`src/design/gbpb_pkg.sv`:
```
// Package for the graphics byte-to-pixel-block decoder.
// Holds the transfer structs, register codes and colour tables.
// No dependencies.
package gbpb_pkg;

  typedef struct packed {
    logic [10:0] byte_offset;
    logic [7:0]  mem_byte;
  } in_t;

  typedef struct packed {
    logic [6:0]  block_x;
    logic [6:0]  block_y;
    logic [2:0]  block_side;
    logic [15:0] pixel_color;
    logic        last_block;
  } out_t;

  localparam logic REG_FORMAT = 1'b0;
  localparam logic REG_C444   = 1'b1;

  localparam int FMT_FINE = 6;
  localparam int FMT_BIG  = 5;
  localparam int FMT_COL  = 4;

  localparam logic [15:0] TAB565_COL [16] = '{
    16'h0000, 16'h8000, 16'h0400, 16'h8400, 16'h0010, 16'h8010, 16'h0410, 16'h8410,
    16'h0000, 16'hf800, 16'h07e0, 16'hffe0, 16'h001f, 16'hf81f, 16'h07ff, 16'hffff
  };
  localparam logic [15:0] TAB565_GRAY [16] = '{
    16'h0000, 16'h1082, 16'h2104, 16'h31a6, 16'h4228, 16'h52aa, 16'h632c, 16'h73ae,
    16'h8c51, 16'h9cd3, 16'had55, 16'hbdd7, 16'hce59, 16'hdefb, 16'hef7d, 16'hffff
  };
  localparam logic [15:0] TAB444_COL [16] = '{
    16'h0000, 16'h0800, 16'h0080, 16'h0880, 16'h0008, 16'h0808, 16'h0088, 16'h0888,
    16'h0000, 16'h0f00, 16'h00f0, 16'h0ff0, 16'h000f, 16'h0f0f, 16'h00ff, 16'h0fff
  };
  localparam logic [15:0] TAB444_GRAY [16] = '{
    16'h0000, 16'h0111, 16'h0222, 16'h0333, 16'h0444, 16'h0555, 16'h0666, 16'h0777,
    16'h0888, 16'h0999, 16'h0aaa, 16'h0bbb, 16'h0ccc, 16'h0ddd, 16'h0eee, 16'h0fff
  };

  function automatic logic [15:0] lookup(logic [3:0] idx, logic col, logic c444);
    logic [15:0] v;
    if (c444) begin
      v = col ? TAB444_COL[idx] : TAB444_GRAY[idx];
    end else begin
      v = col ? TAB565_COL[idx] : TAB565_GRAY[idx];
    end
    return v;
  endfunction

endpackage

```
`src/design/graphics_byte_to_pixel_blocks.sv`:
```
// Top level of the graphics byte-to-pixel-block decoder.
// Uses gbpb_pkg for transfer structs and colour tables.
// The accepted byte is registered in item_r, and each block is registered in out_r for the result ports.
// Throughput: one block per cycle while a byte is held; a byte yields 8 blocks in fine mode, 2 in coarse,
// none when dropped (512-byte mode, offset 512 or above); set by the block counter.
// Next byte is taken on the cycle the last block of the current one is formed.
// Reset (synchronous, rst_n low) clears config, valid, counter and strobe; no stall.
module graphics_byte_to_pixel_blocks import gbpb_pkg::*; (
  input  logic        clk,
  input  logic        rst_n,
  input  logic        start,
  output logic        busy,
  input  in_t         in_data,
  output logic        out_valid,
  output out_t        out_data,
  input  logic        psel,
  input  logic        penable,
  input  logic        pwrite,
  input  logic [2:0]  paddr,
  input  logic [31:0] pwdata,
  output logic [31:0] prdata,
  output logic        pready
);

  logic [7:0] format_r;
  logic       c444_r;
  in_t        item_r, item_nxt;
  logic       val_r, val_nxt;
  logic [2:0] k_r, k_nxt;
  logic       out_valid_r;
  out_t       out_r, out_nxt;

  logic       fine, big, last_now, accept;
  logic [1:0] q;
  logic [4:0] row;
  logic [3:0] col;
  logic [7:0] bx, by;
  logic [15:0] fg;

  assign pready = 1'b1;
  assign prdata = (paddr[2] == REG_C444) ? {31'd0, c444_r} : {24'd0, format_r};

  always_ff @(posedge clk) begin
    if (!rst_n) begin
      format_r <= 8'd0;
      c444_r   <= 1'b0;
    end else if (psel && penable && pwrite) begin
      unique case (paddr[2])
        REG_FORMAT: format_r <= pwdata[7:0];
        REG_C444:   c444_r   <= pwdata[0];
      endcase
    end
  end

  assign fine = format_r[FMT_FINE];
  assign big  = format_r[FMT_BIG];
  assign q    = item_r.byte_offset[10:9];
  assign row  = item_r.byte_offset[8:4];
  assign col  = item_r.byte_offset[3:0];
  assign fg   = lookup(format_r[3:0], format_r[FMT_COL], c444_r);

  assign last_now = fine ? (k_r == 3'd7) : (k_r == 3'd1);
  assign busy     = val_r && !last_now;
  assign accept   = start && !busy;

  always_comb begin
    item_nxt = item_r;
    val_nxt  = val_r;
    k_nxt    = k_r;
    if (val_r) begin
      k_nxt = k_r + 3'd1;
      if (last_now) begin
        val_nxt = 1'b0;
      end
    end
    if (accept) begin
      item_nxt = in_data;
      val_nxt  = big || (in_data.byte_offset[10:9] == 2'd0);
      k_nxt    = 3'd0;
    end
  end

  always_comb begin
    bx = 8'd0;
    by = 8'd0;
    out_nxt = '0;
    if (fine) begin
      bx = {2'd0, col, k_r[2], k_r[0]};
      by = {2'd0, row, k_r[1]};
      if (big) begin
        bx = bx + {1'b0, q[0], 6'd0};
        by = by + {1'b0, q[1], 6'd0};
        out_nxt.block_side = 3'd1;
      end else begin
        bx = {bx[6:0], 1'b0};
        by = {by[6:0], 1'b0};
        out_nxt.block_side = 3'd2;
      end
      out_nxt.pixel_color = item_r.mem_byte[k_r] ? fg : 16'd0;
      out_nxt.last_block  = (k_r == 3'd7);
    end else begin
      bx = {3'd0, col, k_r[0]};
      by = {3'd0, row};
      if (big) begin
        bx = bx + {2'd0, q[0], 5'd0};
        by = by + {2'd0, q[1], 5'd0};
        bx = {bx[6:0], 1'b0};
        by = {by[6:0], 1'b0};
        out_nxt.block_side = 3'd2;
      end else begin
        bx = {bx[5:0], 2'b00};
        by = {by[5:0], 2'b00};
        out_nxt.block_side = 3'd4;
      end
      out_nxt.pixel_color = lookup(k_r[0] ? item_r.mem_byte[7:4] : item_r.mem_byte[3:0],
                                   format_r[FMT_COL], c444_r);
      out_nxt.last_block  = k_r[0];
    end
    out_nxt.block_x = bx[6:0];
    out_nxt.block_y = by[6:0];
  end

  always_ff @(posedge clk) begin
    if (!rst_n) begin
      val_r       <= 1'b0;
      k_r         <= 3'd0;
      out_valid_r <= 1'b0;
    end else begin
      val_r       <= val_nxt;
      k_r         <= k_nxt;
      out_valid_r <= val_r;
    end
  end

  always_ff @(posedge clk) begin
    item_r <= item_nxt;
    if (val_r) begin
      out_r <= out_nxt;
    end
  end

  assign out_valid = out_valid_r;
  assign out_data  = out_r;

endmodule
```
`config.mk`:
```
export PLATFORM = sky130hd
export DESIGN_NAME = graphics_byte_to_pixel_blocks
export DESIGN_NICKNAME = d
export VERILOG_FILES = /design/src/design/gbpb_pkg.sv /design/src/design/graphics_byte_to_pixel_blocks.sv
export SDC_FILE = /design/constraint.sdc
export NUM_CORES = 1
export LEC_CHECK = 0
export BUFFER_PORTS_ARGS = -buffer_cell sky130_fd_sc_hd__buf_2
export CORE_UTILIZATION = 54
export CTS_BUF_LIST = sky130_fd_sc_hd__clkbuf_16
export DETAILED_ROUTE_END_ITERATION = 6
export PLACE_DENSITY_LB_ADDON = 0.25
export SLEW_MARGIN = 20
export SYNTH_ARGS = -nofsm -noshare
export SYNTH_HDL_FRONTEND = slang
export SYNTH_SLANG_ARGS = --single-unit
export TNS_END_PERCENT = 5
```
`constraint.sdc`:
```
create_clock -name clk -period 5 [get_ports clk]
set_input_delay 1 -clock clk [delete_from_list [all_inputs] [get_ports clk]]
set_output_delay 1 -clock clk [all_outputs]
set_load 0.05 [all_outputs]
```
# After elaboration in Yosys (flattened, before gate mapping)
# Memory sizes are Yosys's and may differ from the RTL's.
# Index checks and enable logic that the tools add are counted.
[word_totals]
regBits = 67
mem_bits_ro = 2048
n_memories = 8
[classes]
n_addsub = 5
order_cmp = 3
eq_ne = 2
mux = 40
bitwise = 4
n_reduce_logical = 11
[mem_list]
columns = ["name", "words", "width", "rd", "rd_clocked_by_memory_dff", "write_ports", "line_no", "text"]
rows = [
  ["(no name shown)", 16, 16, 1, 0, 0, "gbpb_pkg.sv:48", "v = col ? TAB565_COL[idx] : TAB565_GRAY[idx];"],
  ["(no name shown)", 16, 16, 1, 0, 0, "gbpb_pkg.sv:48", ""],
  ["(no name shown)", 16, 16, 1, 0, 0, "gbpb_pkg.sv:46", "v = col ? TAB444_COL[idx] : TAB444_GRAY[idx];"],
  ["(no name shown)", 16, 16, 1, 0, 0, "gbpb_pkg.sv:46", ""],
  ["(no name shown)", 16, 16, 1, 0, 0, "gbpb_pkg.sv:48", ""],
  ["(no name shown)", 16, 16, 1, 0, 0, "gbpb_pkg.sv:48", ""],
  ["+2 memories", "n/a", "n/a", "n/a", "n/a", "n/a", "n/a", ""],
]
[ops]
columns = ["cell", "count"]
rows = [
  ["$mux 16", 23],
  ["$mux 7", 6],
  ["$mux 20", 1],
  ["$add 6x7->7", 2],
  ["$add 5x6->6", 2],
  ["$ge 5x5->1 const B", 2],
  ["$not 4->5", 2],
  ["$mux 8", 1],
  ["$mux 1", 5],
  ["$logic_and 1x1->1", 4],
  ["$lt 3x4->1 const B", 1],
  ["$mux 4", 1],
  ["$reduce_and 2->1", 2],
  ["$add 3x1->3 const B", 1],
  ["$bmux 1 s3", 1],
  ["$eq 3x1->1 const B", 1],
  ["$eq 3x3->1 const B", 1],
  ["$mux 3", 1],
  ["$logic_not 1->1", 2],
  ["$logic_not 2->1", 1],
  ["$mux 2", 1],
  ["$not 1->1", 2],
  ["$reduce_or 2->1", 1],
  ["$logic_or 1x1->1", 1],
]

# Longest topological paths before layout
# Gate-level depths: netlist of the first run.
[depth]
word_depth = 8
ltp_mapped = 8

# Least setup slack after synthesis of the first run
# Ideal clock, no wire load.
[synth_path]
path_type = "input to output"
start = "input paddr[2]"
end = "output prdata[0]"
arrival_ns = 2.290
path_slack_ns = 1.710
cell_stages = 2
path_buffers = 1
path_cell_list = "clkbuf_1 > o21ai_0"
[synth_between]
elab_chain_cells = 1
[synth_lines]
columns = ["element", "line_no", "text"]
rows = [
  ["start: declaration", "graphics_byte_to_pixel_blocks.sv:19", "input logic [2:0] paddr,"],
  ["$mux 8", "graphics_byte_to_pixel_blocks.sv:41", "assign prdata = (paddr[2] == REG_C444) ? {31'd0, c444_r} : {24'd0, format_r};"],
  ["end: declaration", "graphics_byte_to_pixel_blocks.sv:21", "output logic [31:0] prdata,"],
]
# Every way passes these cells.

# Worst setup path in the final report of the first run
[layout_path]
start = "register k_r[0]"
end = "output busy"
[layout_between]
elab_chain_cells = 4
word_cells_on_any_way = 5
cone_classes = "2 x eq/ne; 1 x mux; 2 x reduce/logical"
[layout_lines]
columns = ["element", "line_no", "text"]
rows = [
  ["start: declaration", "graphics_byte_to_pixel_blocks.sv:29", "logic [2:0] k_r, k_nxt;"],
  ["start signal: assignment", "graphics_byte_to_pixel_blocks.sv:130", "k_r <= k_nxt;"],
  ["$eq 3x1->1 or $eq 3x3->1 (tied branches)", "graphics_byte_to_pixel_blocks.sv:62", "assign last_now = fine ? (k_r == 3'd7) : (k_r == 3'd1);"],
  ["$mux 1 (*)", "graphics_byte_to_pixel_blocks.sv:62", ""],
  ["$logic_not 1->1 (*)", "graphics_byte_to_pixel_blocks.sv:63", "assign busy = val_r && !last_now;"],
  ["$logic_and 1x1->1 (*)", "graphics_byte_to_pixel_blocks.sv:63", ""],
  ["end: declaration", "graphics_byte_to_pixel_blocks.sv:12", "output logic busy,"],
]
# Mark *: on every way between the ends. The rest lies on a longest branch, timed or not.

==> results_dict.tcl, run 1 <==
set metrics [dict create \
    cp.arrival_ns 2.49 \
    die_h_um 83.0 \
    grt_usage_pct 21.7 \
    r2r_start "k_r[0]" \
    period_needed_ns 3.49 \
    placed_cells 462 \
    start_kind "flip-flop" \
    cts.sinks 67 \
    ys_seq_area_share_pct 52.8 \
    hold_viol_final 0 \
    crit_path_frequent_cell "inv_1" \
    die_width_um 83.0 \
    clkLatencyLatePin_ns 0.33 \
    synth_top_area_share_pct 44.9 \
    grt_pass1_vias 2294 \
    grt_overflow 0 \
    holdCritStartpoint "format_r[7]" \
    p_leak_nw 1.61 \
    hold_buffers 0 \
    crit_fanout 22 \
    slowest_stage "dfxtp_1" \
    clkSlewWorstSetupHoldPaths_ns 0.06 \
    rsz0062_at_grt "no" \
    cts_setup_buffers 0 \
    antenna_found_initial 0 \
    critPathMaxStageDelay_ns 0.91 \
    synthFlopType "edfxtp_1" \
    drt-total-wl_um 7170 \
    ys_ff_latch 67 \
    critPathKind "reg -> out" \
    drive_gt1_share_pct 27.9 \
    vias 2614 \
    r2r_slack_ns 1.87 \
    cts_tree "built" \
    status "completed" \
    min_path_type "reg -> reg" \
    power_density_nw_per_um2 352 \
    dpl_cell_area_um2 3850 \
    crit_chain "ha_1 -> inv_1 -> o311ai_0 -> inv_1 -> buf_2" \
    portBuffers 77 \
    die_area_um2 6890 \
    rows 29 \
    maxCapViolCount 0 \
    fin_cells 478 \
    synthArstFlopShare_pct 0 \
    grt_start_max_net_pins 41 \
    fmax_ghz 0.286 \
    drc 0 \
    gp_congestion 0.831 \
    cp-end-kind "output pin" \
    post_cts_resized 0 \
    skew_ns 0.00835 \
    htreeDepth 3 \
    worstMarginPinSlew_ns 0.924 \
    synth_common_cells "edfxtp_1, nand2_1, buf_4, nor2_1, clkbuf_1" \
    pin_count 129 \
    drt-initial-drc-count 233 \
    synth_warnings 0 \
    cts-root-buf "clkbuf_16" \
    cts_buffer_depth 2 \
    num-nets-final 460 \
    ys_types 49 \
    detail-route-antenna-nets 0 \
    postSynthCellCount 331 \
    core_um2 6350 \
    final_area_um2 4150 \
    start_util_pct 55.8 \
    hold_ws_ns 0.472 \
    syn_area_um2 3550 \
    dp_hpwl_um 4820 \
    yosysTopAreaCell "edfxtp_1" \
    syn_area_per_cell_um2 10.7 \
    cts_buffers 9 \
    setup_viol 0 \
    slew_headroom_pct 38.4 \
    max-vdd-ir-drop_mv 0.282 \
    wire_per_inst_um 15.0 \
    min_period_over_period_pct 69.9 \
    synth_edf_count 53 \
    finalMaxSlewViolations 0 \
    required_ns 4.00 \
    netlist_top_cells_area "edfxtp_1, dfxtp_1, buf_4" \
    startpoint "k_r[0]" \
    area_delta_synth_final_pct 17.1 \
    grt_pass1_wl_um 11600 \
    synth_most_common_cell "edfxtp_1" \
    fillers 523 \
    firstDrtPassIters 4 \
    vias_per_cell 5.47 \
    diodes 0 \
    fin_setup_tns_ns 0 \
]
[registers in the layout, summed over array words and instances (netlist names)]
register   flops
out_data      34
item_r        15
format_r       8
col            4
k_r            3
c444_r         1
out_valid      1
val_r          1
[kinds of logic (layout without fill, tap and decap cells)]
family | count (synthesis) | after routing | synth area share [%]
simple gates | 88 | 88 | 11.4
xor+xnor | 2 | 2 | 0.494
mux | 22 | 22 | 7.30
buf+inv | 58 | 105 | 9.10
fa+ha+maj | 4 | 4 | 1.41
other cells | 2 | 25 | 0.212
flops | 67 | 67 | 52.8
compound gates | 88 | 88 | 17.3
[per-layer routing]
metal | share of wire (%) | vias to the layer above | GRT usage [%]
li1 | - | 1292 | -
met1 | 47 | 1196 | 31.0
met2 | 45 | 116 | 31.8
met3 | 6.1 | 10 | 3.88
met4 | 1.9 | 0 | 10.8
met5 | 0 | - | 0
[stage by stage]
stage               setup WS, ns  util, %  total power [mW]
floorplan                   1.71        -             0.831
global placement            1.96     60.6             0.858
detailed placement          1.91     60.6             0.861
CTS                         1.57     65.3              1.47
global route                1.37     65.4              1.51
finish                      1.51     65.4              1.46
[worst paths after layout]
kind                            cells after the start           to
worst max-delay path                                5         busy
worst min-delay path                                2  format_r[7]
worst max register to register                      6       k_r[1]
worst min register to register                      2  format_r[7]
[layout make-up]
cell class	instances	area [um^2]	share of cell area, %
clock inverters	7	70.1	1.69
multi-input cells	229	1450	34.8
flip-flops and latches	67	1870	45.1
well taps	77	96.3	2.32
clock buffers	9	225	5.42
repair buffers	80	408	9.82
inverters	9	33.8	0.813
[cell usage in the layout (no fill, tap or decap), types with 4 or more instances in the layout]
cell	count
nand2_1	36
a21boi_0	10
ha_1	4
clkbuf_16	9
nor2_1	21
buf_2	77
o21a_1	4
mux2_2	11
a21oi_1	16
conb_1	25
o22ai_1	10
a211oi_1	4
edfxtp_1	53
inv_1	10
and2_1	8
o21ai_0	12
nor2b_1	10
mux2i_1	9
dfxtp_1	13
[critical path, delay by kind of cell (launching register included)]
| kind | cells | cell delay [ns] |
|---|---|---|
| AO/OA/AOI/OAI | 1 | 0.61 |
| adder cells (fa/ha/maj) | 1 | 0.28 |
| buffers and inverters | 3 | 0.36 |
| flip-flops | 1 | 0.91 |
[where the power goes]
group	switching, mW	internal, mW	total, mW	leakage (nW)
Sequential	0.0234	0.635	0.658	0.611
Combinational	0.140	0.0527	0.193	0.852
Clock	0.228	0.384	0.612	0.151
Power figures use the tool's default switching activity.
==> run 2: changes to the inputs <==
--- a/config.mk
+++ b/config.mk
@@ -6,7 +6,7 @@
 export NUM_CORES = 1
 export LEC_CHECK = 0
 export BUFFER_PORTS_ARGS = -buffer_cell sky130_fd_sc_hd__buf_2
-export CORE_UTILIZATION = 54
+export CORE_UTILIZATION = 45
 export CTS_BUF_LIST = sky130_fd_sc_hd__clkbuf_16
 export DETAILED_ROUTE_END_ITERATION = 6
 export PLACE_DENSITY_LB_ADDON = 0.25
==> constraint.sdc (replaced) <==
create_clock -name clk -period 2.9 [get_ports clk]
set_input_delay 0.58 -clock clk [delete_from_list [all_inputs] [get_ports clk]]
set_output_delay 0.58 -clock clk [all_outputs]
set_load 0.05 [all_outputs]
==> run 2 against run 1 <==
  * Clock power rose by 76%
  * Hold slack worse by 0.051 ns
  * Non-clock buffer count is 5 higher
  * Combinational power increased by 81%
  * First-iteration DRC count shrank 14%
  * Largest cell class unchanged
  * Highest routed layer unchanged
==> results_dict.tcl, run 2 (synthesis gave the netlist of run 1 again) <==
set metrics [dict create \
    postLayoutCoreUtil_pct 54.9 \
    die_area_um2 8240 \
    cts_setup_buffers 0 \
    finalMaxSlewViolations 0 \
    start_util_pct 46.1 \
    slew_headroom_pct 51.0 \
    cts_buffers 9 \
    cts_tree "built" \
    vias 2608 \
    post_cts_resized 0 \
    period_needed_ns 2.53 \
    num-nets-final 465 \
    clkLatencyLatePin_ns 0.33 \
    fmax_ghz 0.395 \
    r2r_start "k_r[0]" \
    drc 0 \
    clkSlewWorstSetupHoldPaths_ns 0.06 \
    portBuffers 77 \
    crit_path_frequent_cell "ha_1" \
    cts_buffer_depth 2 \
    fillers 713 \
    dp_hpwl_um 4940 \
    pin_count 129 \
    p_leak_nw 1.64 \
    largest_reg_flops 34 \
    firstDrtPassIters 4 \
    htreeDepth 3 \
    critPathKind "reg -> out" \
    cp_top_family "buffers and inverters" \
    gp_congestion 0.844 \
    hold_path_end "col[2]" \
    die_h_um 90.8 \
    power_density_nw_per_um2 605 \
    core_um2 7690 \
    setup_viol 0 \
    crit_chain "buf_4 -> ha_1 -> ha_1 -> nand2_1 -> o311ai_0 -> inv_1 -> buf_2" \
    ff2ff_path_depth 7 \
    crit_fanout 19 \
    max-vdd-ir-drop_mv 0.346 \
    timing.rr.end "item_r[14]" \
    die_width_um 90.8 \
    pre_cts_ws_ns 0.600 \
    drt-initial-drc-count 201 \
    maxCapViolCount 0 \
    antenna_found_initial 0 \
    wire_per_inst_um 14.3 \
    critPathBufInv 3 \
    cts-root-buf "clkbuf_16" \
    grt_overflow 0 \
    hold_depth 1 \
    rows 32 \
    min_period_over_period_pct 87.2 \
    status "completed" \
    hold_buffers 0 \
    worstMarginPinSlew_ns 0.734 \
    slowest_stage "dfxtp_1" \
    r2r_slack_ns 0.62 \
    vias_per_cell 5.13 \
    grt_pass1_wl_um 11600 \
    critPathMaxStageDelay_ns 0.34 \
    rsz0062_at_grt "no" \
    layout_common_cells "buf_2, edfxtp_1, nand2_1" \
    area_delta_synth_final_pct 19.0 \
    min_path_type "in -> reg" \
    hold_ws_ns 0.421 \
    start_kind "flip-flop" \
    cp.arrival_ns 1.95 \
    grt_start_max_net_pins 40 \
    diodes 0 \
    worst_slack_ns 0.371 \
    holdCritStartpoint "in_data[10]" \
    fin_setup_tns_ns 0 \
    cp-end-kind "output pin" \
    drt-total-wl_um 7250 \
    grt_pass1_vias 2274 \
    final_common_cell "buf_2" \
    hold_viol_final 0 \
    detail-route-antenna-nets 0 \
    grt_usage_pct 18.1 \
    drive_gt1_share_pct 29.1 \
    required_ns 2.32 \
    cts.sinks 67 \
    skew_ns 0.00644 \
]
-- run 2: cell count changes in the layout (fill, tap and decap cells not counted), sizes merged --
cell,delta
buf,+5
-- run 2: metal layers --
metal | wire length (um) | global-route usage (%)
met1 | 3600 | 26.2
met2 | 3210 | 26.3
met3 | 365 | 5.64
met4 | 74 | 4.63
met5 | 0 | 0
-- run 2: cell type report --
type,instances,area [um^2],share of cell area (%)
clock inverter,7,77.6,1.84
tap,102,128,3.02
inverter,9,33.8,0.800
timing repair buffer,85,445,10.6
multi-input combinational,229,1440,34.1
sequential,67,1870,44.4
clock buffer,9,225,5.34
-- run 2: worst max path at each step --
| stage | depth (start not counted) | startpoint | slack (ns) | to |
|---|---|---|---|---|
| after floorplan | 4 | val_r | 0.36 | k_r[1] |
| after global placement | 7 | k_r[0] | 0.64 | item_r[12] |
| after detailed placement | 7 | k_r[0] | 0.60 | item_r[1] |
| after CTS | 7 | k_r[0] | 0.36 | busy |
| after global routing | 7 | k_r[0] | 0.23 | busy |
| final | 7 | k_r[0] | 0.37 | busy |
-- run 2: worst reg2reg max path, cell delays in order (launching register included) --
cell	delay, ns
dfxtp_1	0.39
buf_4	0.28
ha_1	0.19
ha_1	0.13
nand2_1	0.08
o311ai_0	0.19
and2_1	0.44
buf_4	0.29
-- run 2: stage by stage --
step                      area [um^2]  std cells  total power, mW
after floorplan                  3630        354             1.43
final                            4220        508             2.55
after global placement           3920        492             1.48
after CTS                        4220        508             2.58
after global routing             4220        508             2.65
after detailed placement         3920        492             1.49
-- run 2: power breakdown --
group          switching (mW)  internal [mW]  total, mW  leakage (nW)
clock network           0.411          0.672       1.08         0.151
logic                   0.256         0.0941      0.350         0.876
registers              0.0255           1.09       1.12         0.611
total                   0.693           1.86       2.55          1.64
==> run 3: changes to the inputs <==
--- a/config.mk
+++ b/config.mk
@@ -5,6 +5,7 @@
 export SDC_FILE = /design/constraint.sdc
 export NUM_CORES = 1
 export LEC_CHECK = 0
+export ABC_AREA = 1
 export BUFFER_PORTS_ARGS = -buffer_cell sky130_fd_sc_hd__buf_2
 export CORE_UTILIZATION = 45
 export CTS_BUF_LIST = sky130_fd_sc_hd__clkbuf_16
==> run 3 against run 2 <==
  * Count of clock-buffer cells in the layout did not move
  * Register-to-register slack improved by 0.15 ns
  * Sequential power barely moved
  * Critical path type unchanged
  * Largest cell class unchanged
  * Largest power group unchanged
==> results_dict.tcl, run 3 <==
set metrics [dict create \
    status "completed" \
    hold_viol_final 0 \
    grt_pass1_vias 2462 \
    cts-root-buf "clkbuf_16" \
    startpoint "format_r[6]" \
    netlist_top_cells_area "edfxtp_1, nand2_1, dfxtp_1" \
    fin_setup_tns_ns 0 \
    final_common_cell "nand2_1" \
    largest_reg_flops 34 \
    p_clk_share_pct 41.8 \
    slew_headroom_pct 52.5 \
    grt_overflow 0 \
    portBuffers 77 \
    fillers 665 \
    syn_area_per_cell_um2 8.70 \
    min_path_type "in -> reg" \
    syn_area_um2 3440 \
    crit_fanout 20 \
    clkLatencyLatePin_ns 0.34 \
    required_ns 2.32 \
    clkSlewWorstSetupHoldPaths_ns 0.06 \
    cts_buffer_depth 2 \
    cts_setup_buffers 0 \
    synth_top_area_share_pct 46.3 \
    synth_common_cells "nand2_1, edfxtp_1" \
    htreeDepth 3 \
    maxCapViolCount 0 \
    placed_cells 558 \
    wire_per_inst_um 12.3 \
    post_cts_resized 0 \
    worst_slack_ns 0.493 \
    vias_per_cell 4.84 \
    critPathMaxStageDelay_ns 0.46 \
    period_needed_ns 2.41 \
    gp_congestion 0.873 \
    skew_ns 0.00853 \
    critPathKind "reg -> out" \
    synthArstFlopShare_pct 0 \
    hold_ws_ns 0.417 \
    p_comb_share_pct 15.8 \
    rows 31 \
    drive_gt1_share_pct 23.2 \
    max-vdd-ir-drop_mv 0.306 \
    ys_types 28 \
    drc 0 \
    ys_ff_latch 67 \
    yosysTopAreaCell "edfxtp_1" \
    r2r_start "format_r[6]" \
    postSynthCellCount 395 \
    r2r_slack_ns 0.77 \
    pin_count 129 \
    die_width_um 89.4 \
    cts_buffers 9 \
    pre_cts_ws_ns 0.753 \
    power_density_nw_per_um2 644 \
    die_area_um2 7990 \
    sw_frac_of_total_pct 29.1 \
    synth_most_common_cell "nand2_1" \
    internal_power_mw 1.88 \
    firstDrtPassIters 5 \
    finalMaxSlewViolations 0 \
    p_leak_nw 1.91 \
    drt-initial-drc-count 223 \
    start_util_pct 46.9 \
    grt_usage_pct 20.0 \
    switching_power_mw 0.772 \
    grt_start_max_net_pins 40 \
    rsz0062_at_grt "no" \
    synth_warnings 0 \
    p_seq_share_pct 42.4 \
    fin_total_pwr_mw 2.65 \
    min_period_over_period_pct 83.0 \
    worstMarginPinSlew_ns 0.712 \
    num-nets-final 534 \
    cts.sinks 67 \
    layout_common_cells "nand2_1, buf_2, edfxtp_1" \
    fin_cells 574 \
    cp.arrival_ns 1.83 \
    fmax_ghz 0.416 \
    grt_pass1_wl_um 11800 \
    core_um2 7330 \
    vias 2781 \
    dp_hpwl_um 5060 \
    diodes 0 \
    crit_chain "buf_4 -> inv_1 -> nand3_1 -> nand3_1 -> inv_1 -> buf_2" \
    detail-route-antenna-nets 0 \
    holdCritStartpoint "in_data[13]" \
    die_h_um 89.4 \
    start_kind "flip-flop" \
    antenna_found_initial 0 \
    setup_viol 0 \
    synthFlopType "edfxtp_1" \
    slowest_stage "inv_1" \
    ys_seq_area_share_pct 54.5 \
    area_delta_synth_final_pct 19.7 \
    drt-total-wl_um 7080 \
    cts_tree "built" \
    cp-end-kind "output pin" \
    synth_edf_count 53 \
    hold_buffers 0 \
]
-- run 3: cell type report --
| class | count | area, um^2 | area share (%) |
|---|---|---|---|
| inverters | 29 | 109 | 2.65 |
| multi-input cells | 281 | 1280 | 31.0 |
| well taps | 99 | 124 | 3.01 |
| clock inverters | 7 | 82.6 | 2.01 |
| flip-flops and latches | 67 | 1870 | 45.5 |
| clock buffers | 9 | 225 | 5.48 |
| repair buffers | 82 | 423 | 10.3 |
-- run 3: worst paths after layout --
check,to,cells after the start
setup / recovery,busy,6
hold / removal,item_r[13],1
setup reg to reg,col[0],7
hold reg to reg,format_r[7],2
-- run 3: through the flow --
step	utilization, %	area (um^2)
2_1_floorplan	-	3520
3_3_place_gp	51.9	3800
3_5_place_dp	51.9	3800
4_1_cts	56.1	4110
5_1_grt	56.1	4110
6_report	56.1	4110
-- run 3: kinds of logic after synthesis --
| group | after synthesis | share of synthesized area [%] |
|---|---|---|
| fa+ha+maj | 4 | 1.46 |
| compound gates | 65 | 10.3 |
| mux | 1 | 0.291 |
| flops | 67 | 54.5 |
| simple gates | 185 | 22.1 |
| other cells | 2 | 0.219 |
| xor+xnor | 1 | 0.255 |
| buf+inv | 70 | 10.9 |
-- run 3: per-layer routing --
layer	share of wire, %	GRT usage, %	routed length (um)
met2	44	30.3	3100
met3	7.6	4.43	535
met5	0	0	0
met4	1.6	9.24	110
met1	47	27.4	3340
-- run 3: critical path, delay by kind of cell (launching register included) --
family	cells	cell delay, ns
buffers and inverters	4	0.91
AND/OR/NAND/NOR	2	0.29
flip-flops	1	0.29
-- run 3: power groups by stage --
| stage | Sequential (mW) | Clock [mW] | Combinational (mW) |
|---|---|---|---|
| CTS | 1.12 | 1.13 | 0.418 |
| floorplan | 1.23 | 0 | 0.264 |
| detailed placement | 1.14 | 0 | 0.417 |
| global route | 1.13 | 1.17 | 0.462 |
| global placement | 1.14 | 0 | 0.411 |
| finish | 1.12 | 1.11 | 0.419 |
